`src/hw/rtl/swc_pkg.sv`:
```
// Shared constants and types of the sliding window covariance block.
package swc_pkg;

  // Window geometry.
  localparam int WINDOW_MAX = 256;
  localparam int PTR_W      = $clog2(WINDOW_MAX);
  localparam int CNT_W      = 9;
  localparam int SAMPLE_W   = 16;
  localparam int PAIR_W     = 2 * SAMPLE_W;

  // Window sums and their derived products.
  localparam int SUM_W  = 24;
  localparam int SQ_W   = 39;
  localparam int XY_W   = 40;
  localparam int PRD_W  = 48;
  localparam int PXY_W  = 50;
  localparam int S2_W   = 47;
  localparam int DEN_W  = 16;

  // Back end arithmetic.
  localparam int DIV_W  = S2_W + 8;
  localparam int MUL_W  = 2 * S2_W;
  localparam int ROOT_W = 126;
  localparam int QB_W   = 16;
  localparam int CORR_SHIFT = 30;
  localparam int LANES    = 3;
  localparam int CNT_BITS = $clog2(DIV_W);

  // Result fields.
  localparam int VAR_W = 39;
  localparam int COV_W = 40;
  localparam int COR_W = 16;

  // Queue between front and back.
  localparam int QUEUE_DEPTH = 2;
  localparam int QPTR_W      = $clog2(QUEUE_DEPTH);

  // One classified item, ready for the back end.
  typedef struct packed {
    logic [CNT_W-1:0] n;
    logic [S2_W-1:0]  sxx;
    logic [S2_W-1:0]  syy;
    logic [S2_W-1:0]  cabs;
    logic             cneg;
    logic [DEN_W-1:0] d;
  } job_t;

  // Queue status seen by its two sides.
  typedef struct packed {
    logic full;
    logic empty;
  } queue_status_t;

endpackage

```
`src/hw/rtl/swc_queue.sv`:
```
// Short queue of classified items between the front end and the back end.
module swc_queue (
  input  logic                   clk,
  input  logic                   rst,
  input  logic                   push,
  input  swc_pkg::job_t          job_in,
  input  logic                   pop,
  output swc_pkg::job_t          head,
  output swc_pkg::queue_status_t status
);
  import swc_pkg::*;

  job_t slots [QUEUE_DEPTH];
  logic [QPTR_W-1:0] wr_ptr, rd_ptr;
  logic [QPTR_W:0]   fill;

  assign status.full  = (fill == (QPTR_W+1)'(QUEUE_DEPTH));
  assign status.empty = (fill == '0);
  assign head         = slots[rd_ptr];

  // Entry storage.
  always_ff @(posedge clk) begin
    if (push) begin
      slots[wr_ptr] <= job_in;
    end
  end

  // Pointers and fill level.
  always_ff @(posedge clk) begin
    if (rst) begin
      wr_ptr <= '0;
      rd_ptr <= '0;
      fill   <= '0;
    end else begin
      if (push) begin
        wr_ptr <= wr_ptr + QPTR_W'(1);
      end
      if (pop) begin
        rd_ptr <= rd_ptr + QPTR_W'(1);
      end
      if (push && !pop) begin
        fill <= fill + (QPTR_W+1)'(1);
      end else if (pop && !push) begin
        fill <= fill - (QPTR_W+1)'(1);
      end
    end
  end

endmodule

```
`config.mk`:
```
export PLATFORM = sky130hd
export DESIGN_NAME = swc_queue
export DESIGN_NICKNAME = d
export VERILOG_FILES = /design/src/hw/rtl/swc_pkg.sv /design/src/hw/rtl/swc_queue.sv
export SDC_FILE = /design/constraint.sdc
export NUM_CORES = 1
export LEC_CHECK = 0
export ABC_AREA = 0
export ABC_CLOCK_PERIOD_IN_PS = 8700
export BUFFER_PORTS_ARGS = -buffer_cell sky130_fd_sc_hd__buf_2
export CORE_ASPECT_RATIO = 1.5
export CORE_MARGIN = 2
export CORE_UTILIZATION = 40
export DETAILED_ROUTE_END_ITERATION = 16
export PLACE_DENSITY = 0.72
export RECOVER_POWER = 50
export SETUP_SLACK_MARGIN = 0.4
export SLEW_MARGIN = 25
export SYNTH_ARGS = -nofsm -noshare
export SYNTH_HDL_FRONTEND = slang
export SYNTH_SLANG_ARGS = --single-unit
```
`constraint.sdc`:
```
create_clock -name clk -period 8.7 [get_ports clk]
set_clock_uncertainty 0.2 [all_clocks]
set_input_delay 1.305 -clock clk [delete_from_list [all_inputs] [get_ports clk]]
set_output_delay 1.305 -clock clk [all_outputs]
set_load 0.05 [all_outputs]
```
==> results of run 1 <==
## how the worst max path moves through the flow
stage                         endpoint  slack (ns)  cells past startpoint
after detailed placement      head[63]        4.76                      3
after global placement        head[16]        4.56                      3
after CTS                     head[63]        4.15                      3
after floorplan            slots[0][0]        2.41                      1
final                     slots[0][28]        3.84                      3
after global routing      slots[0][28]        3.50                      3
## sequential cells by signal, indices dropped and copies added, names as in the netlist, named ones only
register,flops
fill,2
slots,334
rd_ptr,1
wr_ptr,1
## placed cells by master (no fill, tap or decap), drive strengths merged
cell / instances
o21ai: 1
mux2: 167
edfxtp: 334
clkinv: 13
ha: 1
nor2b: 2
or3: 1
diode: 1
bufinv: 2
inv: 1
a21oi: 1
dfxtp: 5
xor2: 2
and2: 1
nor2: 5
buf: 264
clkbuf: 121
xnor2: 2
## cell families after synthesis
kind of cell             after synthesis  synth area share [%]
flip-flops                           339                  79.1
multiplexers                         167                  18.5
buffers and inverters                 20                  1.55
AND/OR/NAND/NOR                        9                 0.342
XOR/XNOR                               4                 0.274
AO/OA/AOI/OAI                          2                0.0781
adder cells (fa/ha/maj)                1                0.0977
## where the power goes
part	switching (mW)	internal, mW
Combinational	0.476	0.214
Clock	0.553	0.708
Sequential	0.0350	1.91
Total	1.06	2.83
## final cells by class
cell class	count	area, µm²
fillers	2696	15900
inverters	1	3.75
well taps	410	513
clock buffers	39	806
multi-input cells	183	2470
clock inverters	15	121
diodes	1	2.50
repair buffers	346	1670
flip-flops and latches	339	10100
## metal layers
layer / vias up / global-route usage, % / part of all wire (%)
met5: - / 0 / 0.078
met1: 3053 / 15.1 / 34
li1: 2874 / - / -
met2: 214 / 27.6 / 56
met4: 4 / 5.96 / 3.2
met3: 52 / 3.17 / 6.4
## worst min-delay path, stage by stage (launching register included)
cell and delay [ns]:
dfxtp_1 0.33, xnor2_1 0.09, nor2_1 0.08
## per-stage QoR
stage / instances / hold WS, ns
6_report: 1334 / 0.330
5_1_grt: 1334 / 0.374
4_1_cts: 1332 / 0.331
3_5_place_dp: 1278 / 0.314
3_3_place_gp: 1278 / 0.289
2_1_floorplan: 542 / 0.261
==> out/results.txt, run 1 <==
CTS tree = built
Hold Vio Cnt, Final = 0
Synth top cells by count = 334 x edfxtp_1, 130 x mux2_4, 37 x mux2_2
Post-detail-place hpwl = 17500 µm
Worst path top cell family by delay = simple AND/OR/NAND/NOR gates
Vias/cell = 4.65
H-Tree Depth = 1
CTS buffer count = 30
Pwr dens = 248 nW/µm²
Tot Pwr = 3.89 mW
CP max FO = 73
Placement Cell Area = 14900 µm²
Area leader, netlist = edfxtp_1
Synth unique cells = 16
Initial Util = 40.5%
# Post-CTS Setup Buffers = 0
Leakage = 5.94 nW
Cell chosen for the clock root = clkbuf_16
RSZ-0062 raised after global routing = no
Worst slew pin tran = 2.96 ns
Worst hold path type = flop to flop
R2R Path End = slots[0][28]
Die height = 223 µm
Antenna violations before repair = 3
Clk buf depth = 3
Nets@finish = 1073
Die area = 33500 µm²
Worst setup SP type = input pin
Worst setup startpoint = push
WP data arrival = 4.83 ns
Setup TNS = 0 ns
Number of synthesized register bits = 339
TritonCTS sink count = 339
Post-synth top area share = 78.4%
Area grow syn2layout = 22.8%
Crit end category = flop
Final non-filler cell area = 15700 µm²
Row count = 80
Initial DRT Pass Iterations = 4
Most common cell in the netlist = edfxtp_1
Worst Path Buf+Inv = 2
Post-CTS resize count = 0
Post-route DRC = 0
CP Cell Sequence = clkbuf_1 > nor2b_1 > buf_4
Top FF cell, synth = edfxtp_1
Peak per-stage delay on the critical path = 2.21 ns
Maximum vdd drop = 201 µV
YS warnings = 0
Clock Latency Late Sink = 0.55 ns
Req. time, crit path = 8.67 ns
Slowest stage cell on the critical path = nor2b_1
Hold Path Depth = 2
PortBufs = 339
Top post-synthesis cells by area = edfxtp_1 78%, mux2_4 15%, mux2_2 3.3%
Reg2reg setup slack = 4.49 ns
Top Ports = 340
CTS Hold Bufs = 0
Final min period = 4.86 ns
Syn_nets = 714
Post-synthesis area per instance = 23.6 µm²
Setup violators final = 0
MaxCap Viol Count = 2
Highest Clock Rate = 206 MHz
Worst reg2reg path startpoint = wr_ptr
RePlAce Congestion = 0.783
Clock transition at path regs = 0.06 ns
WS Path Type = input pin to flop
Slew Viols, Final = 62
Largest net degree at the start of global routing = 74
Number of global-route vias before repair = 6562
Core area = 31600 µm²
Core Util, Final = 49.7%
Routed vias = 6197
GRT Total Usage = 14.5%
Period utilisation layout = 55.8%
GRT Residual Overflow = 0
Register area share after synthesis = 79.1%
Global-route wire length before repair = 36800 µm
Die width = 150 µm
Total Wirelength = 25600 µm
Async SR Flop Fraction = 0%
Hold_sp = rd_ptr
Pre-CTS setup slack = 4.76 ns
Failing checks = max-capacitance violations, max-slew violations
Rel. slew slack = -97.6%
Share of post-route cells with drive strength above 1 = 51.1%
Cells after Synth = 542
Routed wire length per instance = 19.2 µm
Final WS setup = 3.84 ns
Synthesized area = 12800 µm²
Status = finished, violations left
EDFF count, synth = 334
R2R cell count = 2
Detail Route Antenna Nets = 0
1st-iter DRT viols = 225
Power figures use the tool's default switching activity.
==> inputs of run 2 (changes only) <==
- ABC_AREA: 0 -> 1
- ABC_CLOCK_PERIOD_IN_PS: 8700 -> 4100
- clock period: 8.7 -> 4.1 ns (I/O delays scaled with it)
==> run 2 against run 1 <==
  * Power grew 120%
  * The run still ends with max-capacitance violations, max-slew violations left
  * Worst hold slack lost 0.30 ns
  * Non-clock buffer count increased by 19
  * Via count increased by 3.1%
  * First-iteration DRC count rose by 16%
  * Wire length rose by 0.46%
  * Clock power grew 130%
  * Sequential power increased by 110%
  * Largest power group unchanged
==> out/results.txt, run 2 <==
Cell chosen for the clock root = clkbuf_16 (unchanged)
Failing checks = max-capacitance violations, max-slew violations (unchanged)
Non-Filler Instances = 1373 (was 1334)
TritonCTS sink count = 339 (unchanged)
MaxCap Viol Count = 2 (unchanged)
Worst Path Buf+Inv = 2 (unchanged)
Clock transition at path regs = 0.06 ns (about the same)
Setup TNS = 0 ns (unchanged)
Pwr dens = 521 nW/µm² (was 248 nW/µm²)
Top post-synthesis cells by area = edfxtp_1 78%, mux2_4 15%, mux2_2 3.3% (unchanged)
Period utilisation layout = 78.8%
Top FF cell, synth = edfxtp_1 (unchanged)
Placed cell count = 1296 (was 1278)
Routed vias = 6390 (was 6197)
Initial Util = 40.4% (was 40.5%)
Antenna violations before repair = 6 (was 3)
Syn_nets = 725 (was 714)
Slew Viols, Final = 145 (was 62)
Async SR Flop Fraction = 0% (unchanged)
Maximum vdd drop = 412 µV (was 201 µV)
Post-detail-place hpwl = 17600 µm (was 17500 µm)
Clk buf depth = 3 (unchanged)
Clock Latency Late Sink = 0.57 ns (was 0.55 ns)
Synth unique cells = 16 (unchanged)
Commonest cells after routing, fill and taps aside = 334 x edfxtp_1, 262 x buf_2, 130 x mux2_4 (was 334 x edfxtp_1, 258 x buf_2, 130 x mux2_4)
# Post-CTS Setup Buffers = 0 (unchanged)
Met2 routed wirelength = 14400 µm (was 14300 µm)
Slowest stage cell on the critical path = dfxtp_4 (was nor2b_1)
Cells after Synth = 553 (was 542)
Final min period = 3.23 ns
Req. time, crit path = 3.28 ns (was 8.67 ns)
CTS tree = built (unchanged)
YS warnings = 0 (unchanged)
Highest Clock Rate = 310 MHz
CP max FO = 48 (was 73)
Register area share after synthesis = 79.0% (was 79.1%)
WS Path Type = flop to primary output (was input pin to flop)
Area leader, netlist = edfxtp_1 (unchanged)
Most common cell in the netlist = edfxtp_1 (unchanged)
1st-iter DRT viols = 260 (was 225)
Total Wirelength = 25700 µm (was 25600 µm)
Largest net degree at the start of global routing = 97 (was 74)
Synth top cells by count = 334 x edfxtp_1, 130 x mux2_4, 37 x mux2_2 (unchanged)
Post-route DRC = 0 (unchanged)
GRT Total Usage = 14.6% (was 14.5%)
CTS Hold Bufs = 13 (was 0)
Worst path top cell family by delay = flip-flops (was simple AND/OR/NAND/NOR gates)
PortBufs = 339 (unchanged)
Uppermost layer routed = met4 (was met5)
Row count = 80 (unchanged)
H-Tree Depth = 1 (unchanged)
Hold Vio Cnt, Final = 0 (unchanged)
Number of flip-flops in the largest register = 334 (unchanged)
Status = finished, violations left (unchanged)
Top Registers = slots x334, fill x2 (unchanged)
Worst hold path type = input pin to flop (was flop to flop)
Die width = 150 µm (about the same)
Top Ports = 340 (unchanged)
Routed wire length per instance = 18.7 µm (was 19.2 µm)
Peak per-stage delay on the critical path = 0.85 ns (was 2.21 ns)
Vias/cell = 4.65 (about the same)
CP Cell Sequence = buf_12 > mux2_4 > buf_2 (was clkbuf_1 > nor2b_1 > buf_4)
RSZ-0062 raised after global routing = no (unchanged)
Die area = 33500 µm² (about the same)
Global-route wire length before repair = 37100 µm (was 36800 µm)
Routed wl met3 = 1850 µm (was 1640 µm)
Area grow syn2layout = 25.6% (was 22.8%)
EDFF count, synth = 334 (unchanged)
Most common cell after layout, fill and taps aside = edfxtp_1 (unchanged)
Post-synthesis area per instance = 23.2 µm² (was 23.6 µm²)
Number of synthesized register bits = 339 (unchanged)
M1 WL = 8280 µm (was 8820 µm)
Share of post-route cells with drive strength above 1 = 51.4% (was 51.1%)
Crit end category = primary output (was flop)
Nets@finish = 1104 (was 1073)
Leakage = 6.14 nW (was 5.94 nW)
Post-CTS resize count = 0 (unchanged)
Rel. slew slack = -29.2% (was -97.6%)
Detail Route Antenna Nets = 0 (unchanged)
Die height = 223 µm (about the same)
WP data arrival = 2.41 ns (was 4.83 ns)
Synthesized area = 12800 µm² (about the same)
Worst slew pin tran = 1.94 ns (was 2.96 ns)
CTS buffer count = 31 (was 30)
Number of global-route vias before repair = 6822 (was 6562)
Core area = 31700 µm² (was 31600 µm²)
Setup violators final = 0 (unchanged)
Post-synth top area share = 78.2% (was 78.4%)
Worst setup SP type = flop (was input pin)
GRT Residual Overflow = 0 (unchanged)
RePlAce Congestion = 0.814 (was 0.783)
Top reg by flops = slots (unchanged)
Initial DRT Pass Iterations = 6 (was 4)
-- run 2: logic make-up after synthesis --
logic type	after synthesis	synth area share, %
flip-flops	339	79.0
multiplexers	167	18.5
buffers and inverters	28	1.79
AND/OR/NAND/NOR	15	0.478
AO/OA/AOI/OAI	2	0.0780
XOR/XNOR	1	0.0683
adder cells (fa/ha/maj)	1	0.0976
-- run 2: through the flow --
step | cell area, µm² | hold WS [ns] | setup WS (ns) | util [%] | total power [mW]
after floorplan | 12900 | 0.280 | 0.367 | - | 5.24
final | 16100 | 0.0326 | 0.871 | 50.7 | 8.39
after CTS | 16200 | 0.000585 | 0.803 | 51.1 | 8.51
after detailed placement | 15100 | 0.321 | 1.42 | 47.4 | 5.57
after global placement | 15100 | 0.296 | 1.45 | 47.4 | 5.55
after global routing | 16100 | 0.00135 | 0.744 | 50.7 | 8.68
-- run 2: final timing paths --
path / start / endpoint / slack [ns] / depth (start not counted)
max: flop / head[19] / 0.87 / 3
min: job_in[134] / slots[0][134] / 0.03 / 1
max reg2reg: wr_ptr / slots[0][95] / 1.37 / 2
min reg2reg: fill[0] / fill[0] / 0.33 / 2
-- run 2: metal layers --
metal,vias up,track usage [%]
li1,2950,-
met1,3129,13.9
met2,242,27.9
met3,69,3.87
met4,0,7.88
met5,-,0
-- run 2: report_power, final --
group | internal, mW | switching (mW) | total (mW)
clock network | 1.70 | 1.21 | 2.91
logic | 0.446 | 0.941 | 1.39
registers | 4.02 | 0.0734 | 4.09
total | 6.17 | 2.22 | 8.39
-- run 2: worst register-to-register path, delay by kind of cell (launching register included) --
kind | cells | cell delay [ns]
DFF | 1 | 0.37
buffers and inverters | 1 | 1.39
and+or+nand+nor | 1 | 0.24
-- run 2: area by class of cell --
cell class	count	area [µm²]
Fill cell	2627	15600
Antenna cell	6	15.0
Inverter	9	47.5
Clock inverter	24	253
Sequential cell	339	10100
Tap cell	410	513
Multi-Input combinational cell	186	2480
Clock buffer	34	787
Timing Repair Buffer	365	1870
