### src/hw/rtl/swc_pkg.sv
// Shared constants and types of the sliding window covariance block.
package swc_pkg;

  // Window geometry.
  localparam int WINDOW_MAX = 256;
  localparam int PTR_W      = $clog2(WINDOW_MAX);
  localparam int CNT_W      = 9;
  localparam int SAMPLE_W   = 16;
  localparam int PAIR_W     = 2 * SAMPLE_W;

  // Window sums and their derived products.
  localparam int SUM_W  = 24;
  localparam int SQ_W   = 39;
  localparam int XY_W   = 40;
  localparam int PRD_W  = 48;
  localparam int PXY_W  = 50;
  localparam int S2_W   = 47;
  localparam int DEN_W  = 16;

  // Back end arithmetic.
  localparam int DIV_W  = S2_W + 8;
  localparam int MUL_W  = 2 * S2_W;
  localparam int ROOT_W = 126;
  localparam int QB_W   = 16;
  localparam int CORR_SHIFT = 30;
  localparam int LANES    = 3;
  localparam int CNT_BITS = $clog2(DIV_W);

  // Result fields.
  localparam int VAR_W = 39;
  localparam int COV_W = 40;
  localparam int COR_W = 16;

  // Queue between front and back.
  localparam int QUEUE_DEPTH = 2;
  localparam int QPTR_W      = $clog2(QUEUE_DEPTH);

  // One classified item, ready for the back end.
  typedef struct packed {
    logic [CNT_W-1:0] n;
    logic [S2_W-1:0]  sxx;
    logic [S2_W-1:0]  syy;
    logic [S2_W-1:0]  cabs;
    logic             cneg;
    logic [DEN_W-1:0] d;
  } job_t;

  // Queue status seen by its two sides.
  typedef struct packed {
    logic full;
    logic empty;
  } queue_status_t;

endpackage

### src/hw/rtl/swc_back.sv
// Back end: iterative divisions, products and correlation search, with the output register.
module swc_back (
  input  logic                          clk,
  input  logic                          rst,
  input  swc_pkg::job_t                 head,
  input  swc_pkg::queue_status_t        q_status,
  output logic                          pop,
  output logic                          out_valid,
  input  logic                          out_stall,
  output logic [swc_pkg::CNT_W-1:0]     pair_count,
  output logic [swc_pkg::VAR_W-1:0]     variance_of_x,
  output logic [swc_pkg::VAR_W-1:0]     variance_of_y,
  output logic signed [swc_pkg::COV_W-1:0] covariance_xy,
  output logic signed [swc_pkg::COR_W-1:0] correlation_xy
);
  import swc_pkg::*;

  typedef enum logic [4:0] {
    B_IDLE = 5'b00001,
    B_DIV  = 5'b00010,
    B_MUL  = 5'b00100,
    B_ROOT = 5'b01000,
    B_DONE = 5'b10000
  } back_state_t;

  back_state_t state;
  logic [CNT_BITS-1:0] cnt;
  job_t job;

  logic [DIV_W-1:0] num [LANES];
  logic [DEN_W-1:0] rem [LANES];
  logic [DIV_W-1:0] num_next [LANES];
  logic [DEN_W-1:0] rem_next [LANES];

  logic [MUL_W-1:0] mc1, mc2, acc1, acc2;
  logic [S2_W-1:0]  mp1, mp2;

  logic [ROOT_W-1:0] q2, tq, pk, r30, trial;
  logic [QB_W-1:0]   qv;
  logic              fits;

  logic [VAR_W-1:0] varx_sat, vary_sat;
  logic [COV_W-1:0] cov_val;
  logic [COR_W-1:0] corr_val;
  logic [DIV_W-1:0] m;
  logic             stats_on, corr_on, out_free;

  assign pop      = (state == B_IDLE) && !q_status.empty;
  assign out_free = !out_valid || !out_stall;

  // Restoring division step, one quotient bit per lane each cycle.
  always_comb begin
    for (int i = 0; i < LANES; i++) begin
      logic [DEN_W:0] tr;
      tr = {rem[i], num[i][DIV_W-1]};
      if (tr >= {1'b0, job.d}) begin
        rem_next[i] = DEN_W'(tr - {1'b0, job.d});
        num_next[i] = {num[i][DIV_W-2:0], 1'b1};
      end else begin
        rem_next[i] = tr[DEN_W-1:0];
        num_next[i] = {num[i][DIV_W-2:0], 1'b0};
      end
    end
  end

  // Correlation search step: trial square of q with the current bit set.
  assign trial = q2 + tq + pk;
  assign fits  = (trial <= r30);

  // Result shaping with saturation.
  assign m = num[2];
  always_comb begin
    varx_sat = (|num[0][DIV_W-1:VAR_W]) ? '1 : num[0][VAR_W-1:0];
    vary_sat = (|num[1][DIV_W-1:VAR_W]) ? '1 : num[1][VAR_W-1:0];
    if (job.cneg) begin
      if ((|m[DIV_W-1:COV_W]) || (m[COV_W-1] && (|m[COV_W-2:0]))) begin
        cov_val = {1'b1, {(COV_W-1){1'b0}}};
      end else begin
        cov_val = COV_W'(-m[COV_W-1:0]);
      end
    end else begin
      if (|m[DIV_W-1:COV_W-1]) begin
        cov_val = {1'b0, {(COV_W-1){1'b1}}};
      end else begin
        cov_val = m[COV_W-1:0];
      end
    end
    if (job.cneg) begin
      corr_val = COR_W'(-qv);
    end else if (qv[QB_W-1]) begin
      corr_val = {1'b0, {(COR_W-1){1'b1}}};
    end else begin
      corr_val = qv;
    end
  end

  assign stats_on = (job.n >= CNT_W'(2));
  assign corr_on  = stats_on && (job.sxx != '0) && (job.syy != '0);

  // Sequencer.
  always_ff @(posedge clk) begin
    if (rst) begin
      state     <= B_IDLE;
      cnt       <= '0;
      out_valid <= 1'b0;
    end else begin
      // A taken result clears the output, unless a new one replaces it.
      if (out_valid && !out_stall && (state != B_DONE)) begin
        out_valid <= 1'b0;
      end
      case (state)
        B_IDLE: begin
          if (pop) begin
            cnt   <= CNT_BITS'(DIV_W - 1);
            state <= B_DIV;
          end
        end
        B_DIV: begin
          if (cnt == '0) begin
            cnt   <= CNT_BITS'(S2_W - 1);
            state <= B_MUL;
          end else begin
            cnt <= cnt - CNT_BITS'(1);
          end
        end
        B_MUL: begin
          if (cnt == '0) begin
            cnt   <= CNT_BITS'(QB_W - 1);
            state <= B_ROOT;
          end else begin
            cnt <= cnt - CNT_BITS'(1);
          end
        end
        B_ROOT: begin
          if (cnt == '0) begin
            state <= B_DONE;
          end else begin
            cnt <= cnt - CNT_BITS'(1);
          end
        end
        B_DONE: begin
          if (out_free) begin
            out_valid <= 1'b1;
            state     <= B_IDLE;
          end
        end
        default: begin
          state <= B_IDLE;
        end
      endcase
    end
  end

  // Arithmetic datapath.
  always_ff @(posedge clk) begin
    case (state)
      B_IDLE: begin
        if (pop) begin
          job    <= head;
          num[0] <= {head.sxx, 8'b0};
          num[1] <= {head.syy, 8'b0};
          num[2] <= {head.cabs, 8'b0};
          for (int i = 0; i < LANES; i++) begin
            rem[i] <= '0;
          end
          mc1  <= MUL_W'(head.sxx);
          mp1  <= head.syy;
          mc2  <= MUL_W'(head.cabs);
          mp2  <= head.cabs;
          acc1 <= '0;
          acc2 <= '0;
        end
      end
      B_DIV: begin
        for (int i = 0; i < LANES; i++) begin
          num[i] <= num_next[i];
          rem[i] <= rem_next[i];
        end
      end
      B_MUL: begin
        // Shift and add products Sxx*Syy and C*C.
        if (mp1[0]) begin
          acc1 <= acc1 + mc1;
        end
        if (mp2[0]) begin
          acc2 <= acc2 + mc2;
        end
        mc1 <= mc1 << 1;
        mc2 <= mc2 << 1;
        mp1 <= mp1 >> 1;
        mp2 <= mp2 >> 1;
        if (cnt == '0) begin
          q2 <= '0;
          tq <= '0;
          qv <= '0;
          pk <= ROOT_W'(acc1 + (mp1[0] ? mc1 : '0)) << (2 * (QB_W - 1));
          r30 <= ROOT_W'(acc2 + (mp2[0] ? mc2 : '0)) << CORR_SHIFT;
        end
      end
      B_ROOT: begin
        // Bit by bit search for the largest q with q*q*Sxx*Syy <= C*C*2^30.
        if (fits) begin
          q2 <= trial;
          tq <= (tq >> 1) + pk;
          qv[cnt[$clog2(QB_W)-1:0]] <= 1'b1;
        end else begin
          tq <= tq >> 1;
        end
        pk <= pk >> 2;
      end
      B_DONE: begin
        if (out_free) begin
          pair_count     <= job.n;
          variance_of_x  <= stats_on ? varx_sat : '0;
          variance_of_y  <= stats_on ? vary_sat : '0;
          covariance_xy  <= stats_on ? cov_val : '0;
          correlation_xy <= corr_on ? corr_val : '0;
        end
      end
      default: begin
      end
    endcase
  end

endmodule

### config.mk
export PLATFORM = sky130hd
export DESIGN_NAME = swc_back
export DESIGN_NICKNAME = d
export VERILOG_FILES = /design/src/hw/rtl/swc_pkg.sv /design/src/hw/rtl/swc_back.sv
export SDC_FILE = /design/constraint.sdc
export NUM_CORES = 2
export LEC_CHECK = 0
export BUFFER_PORTS_ARGS = -buffer_cell sky130_fd_sc_hd__buf_4
export CORE_ASPECT_RATIO = 0.8
export CORE_MARGIN = 3
export CORE_UTILIZATION = 55
export DETAILED_ROUTE_END_ITERATION = 16
export PLACE_DENSITY = 0.72
export SKIP_LAST_GASP = 1
export SLEW_MARGIN = 15
export SYNTH_ARGS = -nofsm -noshare
export SYNTH_HDL_FRONTEND = slang
export SYNTH_SLANG_ARGS = --single-unit
### constraint.sdc
create_clock -name clk -period 15.4 [get_ports clk]
set_clock_uncertainty 0.15 [all_clocks]
set_input_delay 3.08 -clock clk [delete_from_list [all_inputs] [get_ports clk]]
set_output_delay 3.08 -clock clk [all_outputs]
set_load 0.005 [all_outputs]
==> results.json <==
{
  "headroom_to_the_max_slew_limit_pct": 21.8,
  "count_of_buffers_inserted_at_the_top_level_ports": 315,
  "grt_overflow_total": 0,
  "critical-path-top-cell-by-count": "sky130_fd_sc_hd__a21oi_1",
  "dieWidth_um": 489,
  "synth.net_count": 11928,
  "grt_pass1_vias": 78057,
  "cpMaxStageDelayCell": "sky130_fd_sc_hd__buf_4",
  "crit_type": "reg2reg",
  "crit_path_start": "tq[1]",
  "cts_made_buffers": 153,
  "timing.hold.worst.class": "reg2reg",
  "fin_worst_hold_slack_ps": 275,
  "post_cts_buffers": 0,
  "clock_tree.root_cell": "sky130_fd_sc_hd__clkbuf_16",
  "clk_transition_reported_paths_ps": 60,
  "grt_util_all_layers_pct": 31.4,
  "avgRoutedWirePerCell_um": 23.0,
  "flow.area_growth_from_synthesis_pct": 9.02,
  "design.core.area_mm2": 0.185,
  "drt_pre_antenna_iters": 6,
  "grt_setup_unrepaired": "false",
  "post_synth_inst_count": 10850,
  "cp.arrival_ps": 12280,
  "r2r_setup_slack_ps": 3460,
  "placed_cell_area_mm2": 0.106,
  "final_cell_area_mm2": 0.112,
  "vdd_ir_drop_max_mv": 0.125,
  "crit_required_ps": 15740,
  "period_needed_ps": 11940,
  "run_status": "complete, no violations",
  "layout_worst_path_cycle_share_pct": 77.6,
  "ctsHtreeMaxLevel": 4,
  "fraction_of_layout_cells_with_a_size_suffix_above_1_pct": 6.48,
  "yosys.cell_types.count": 96,
  "final_hold_viol_count": 0,
  "dpl.hpwl_mm": 236,
  "design.die.area_mm2": 0.192,
  "worstReg2RegEnd": "tq[7]",
  "finalSetupViolCount": 0,
  "totalNegativeSetupSlack_ps": 0,
  "cts_resized": 0,
  "via_count": 84178,
  "synthesis.yosys.warnings": 0,
  "replace_congestion": 1.03,
  "achievable-frequency_mhz": 83.7,
  "antenna_violations_before_repair": 15,
  "worst_path_largest_cell_delay_ps": 770,
  "row_count": 141,
  "vias_per_cell": 6.27,
  "postSynth.topFlopCell": "sky130_fd_sc_hd__edfxtp_1",
  "critPathLaunchType": "flop",
  "hold_buffer_count_at_cts": 0,
  "ffs_w_async_s_r_synth_pct": 0,
  "number_of_register_bits_inferred_by_synthesis": 1446,
  "grt_pass1_wl_mm": 470,
  "remaining_drc_errors": 0,
  "synthesized_cell_area_mm2": 0.102,
  "maxCapViolations": 0,
  "path_max_fanout": 49,
  "top_level_ports": 317,
  "chipHeight_um": 392,
  "ff2ff_path_depth": 32,
  "cp_endpoint_kind": "flop",
  "reported_leakage_power_nw": 46.1,
  "postSynthAreaPerCell_um2": 9.45,
  "max_slew.worst_pin.slew_ps": 1170,
  "cts_tree": "built",
  "synth_edf_count": 1434,
  "final-max-slew-violation-count": 0,
  "tritoncts_num_sinks": 1446,
  "largest_net_degree_at_the_start_of_global_routing": 197,
  "drt_first_iter_violations": 9420,
  "p_per_cell_area_mw_per_mm2": 111,
  "clkLatencyLatePin_ps": 860,
  "layout.nets": 11935,
  "wire_length_after_detailed_routing_mm": 308,
  "start_util_pct": 55.4,
  "endpoint": "tq[7]",
  "maximum_number_of_buffers_from_clock_root_to_sink": 3,
  "worst_r2r_startpoint": "tq[1]",
  "ys_seq_area_share_pct": 42.2,
  "drtAntennaViolNets": 0
}
## logic make-up (layout without fill, tap and decap cells)
kind of cell	count (synthesis)	in the layout	share of synthesized area [%]
xor gates and xnor gates	612	612	5.23
DFF	1446	1446	42.2
and+or+nand+nor	4013	4013	18.1
adders and majority gates	906	906	12.0
AOI/OAI and AO/OA	2854	2854	17.7
other	0	6	0
buffers and inverters	880	1011	3.32
muxes	139	139	1.36
## through the flow
stage	setup slack [ps]	std cells	util (%)	total power, mW
finish	3460	13418	60.4	12.4
global route	2830	13416	60.4	13.0
CTS	3710	13412	60.4	12.4
detailed placement	3820	13133	57.5	8.49
global placement	3890	13133	57.5	8.42
floorplan	792	10850	-	7.62
## registers in the layout, indices dropped and copies added (netlist names), 48 cells and up
signal and flops:
mc1 94, job 120, pk 125, acc2 94
mc2 94, num 165, q2 126, acc1 94
r30 95, rem 48, tq 126
## how the worst min path moves through the flow
stage / endpoint / cells past startpoint / slack [ps] / start
finish: pair_count[0] / 0 / 270 / job[158]
global route: pair_count[0] / 0 / 280 / job[158]
CTS: pair_count[0] / 0 / 270 / job[158]
floorplan: pair_count[0] / 0 / 250 / job[158]
global placement: pair_count[0] / 0 / 250 / job[158]
detailed placement: pair_count[0] / 0 / 270 / job[158]
## synth_stat cells (125+ instances only)
cell type                  instances  area share [%]
sky130_fd_sc_hd__o21bai_1        146             1.1
sky130_fd_sc_hd__fa_1            134             2.6
sky130_fd_sc_hd__mux2i_1         133             1.3
sky130_fd_sc_hd__a21oi_1         931             4.5
sky130_fd_sc_hd__edfxtp_1       1434              42
sky130_fd_sc_hd__nand4_1         241             1.5
sky130_fd_sc_hd__nor2_1         1015             3.7
sky130_fd_sc_hd__nand2_1        1558             5.7
sky130_fd_sc_hd__a31oi_1         125            0.76
sky130_fd_sc_hd__inv_1           359             1.3
sky130_fd_sc_hd__o21ai_0         514             2.5
sky130_fd_sc_hd__clkbuf_1        457             1.7
sky130_fd_sc_hd__ha_1            772             9.4
sky130_fd_sc_hd__and2_1          478             2.9
sky130_fd_sc_hd__a21o_1          591             4.3
sky130_fd_sc_hd__xor2_1          275             2.4
sky130_fd_sc_hd__xnor2_1         337             2.9
## report_power, final
group	internal, mW	switching [mW]	leakage (nW)	total, mW
clock	2.18	1.75	2.52	3.93
sequential	4.86	0.272	13.5	5.14
combinational	1.26	2.12	30.2	3.38
total	8.30	4.14	46.1	12.4
## metal layers
metal / vias to the layer above / part of all wire [%] / global-route usage [%] / wire [µm]
met5: - / 0.022 / 0 / 67
met1: 40466 / 45 / 47.9 / 140000
li1: 39327 / - / - / -
met3: 478 / 10 / 6.72 / 31500
met2: 3897 / 41 / 44.4 / 126000
met4: 10 / 3.4 / 9.64 / 10500
## layout by cell type, fill, tap and decap left out, types with 241 or more instances in the layout
master | Yosys | final
sky130_fd_sc_hd__buf_4 | 13 | 369
sky130_fd_sc_hd__nor2_1 | 1015 | 1015
sky130_fd_sc_hd__o21ai_0 | 514 | 514
sky130_fd_sc_hd__ha_1 | 772 | 772
sky130_fd_sc_hd__and2_1 | 478 | 478
sky130_fd_sc_hd__edfxtp_1 | 1434 | 1434
sky130_fd_sc_hd__nand2_1 | 1558 | 1553
sky130_fd_sc_hd__a21o_1 | 591 | 591
sky130_fd_sc_hd__xor2_1 | 275 | 275
sky130_fd_sc_hd__inv_1 | 359 | 357
sky130_fd_sc_hd__nand4_1 | 241 | 241
sky130_fd_sc_hd__xnor2_1 | 337 | 337
sky130_fd_sc_hd__a21oi_1 | 931 | 928
## cell type report
class	instances	area, µm²
fillers	15588	73200
multi-input cells	8524	55900
flip-flops and latches	1446	43300
clock buffers	169	3900
well taps	2431	3040
repair buffers	372	2830
clock inverters	110	1410
inverters	360	1360
diodes	6	15.0
## critical path, delay by kind of cell (launching register included)
kind	cells	cell delay (ps)
AOI/OAI and AO/OA	16	5300
and+or+nand+nor	8	2310
muxes	1	260
xor gates and xnor gates	1	180
buffers and inverters	2	1310
DFF	1	450
adders and majority gates	4	1500
(Power assumes the default switching activity.)
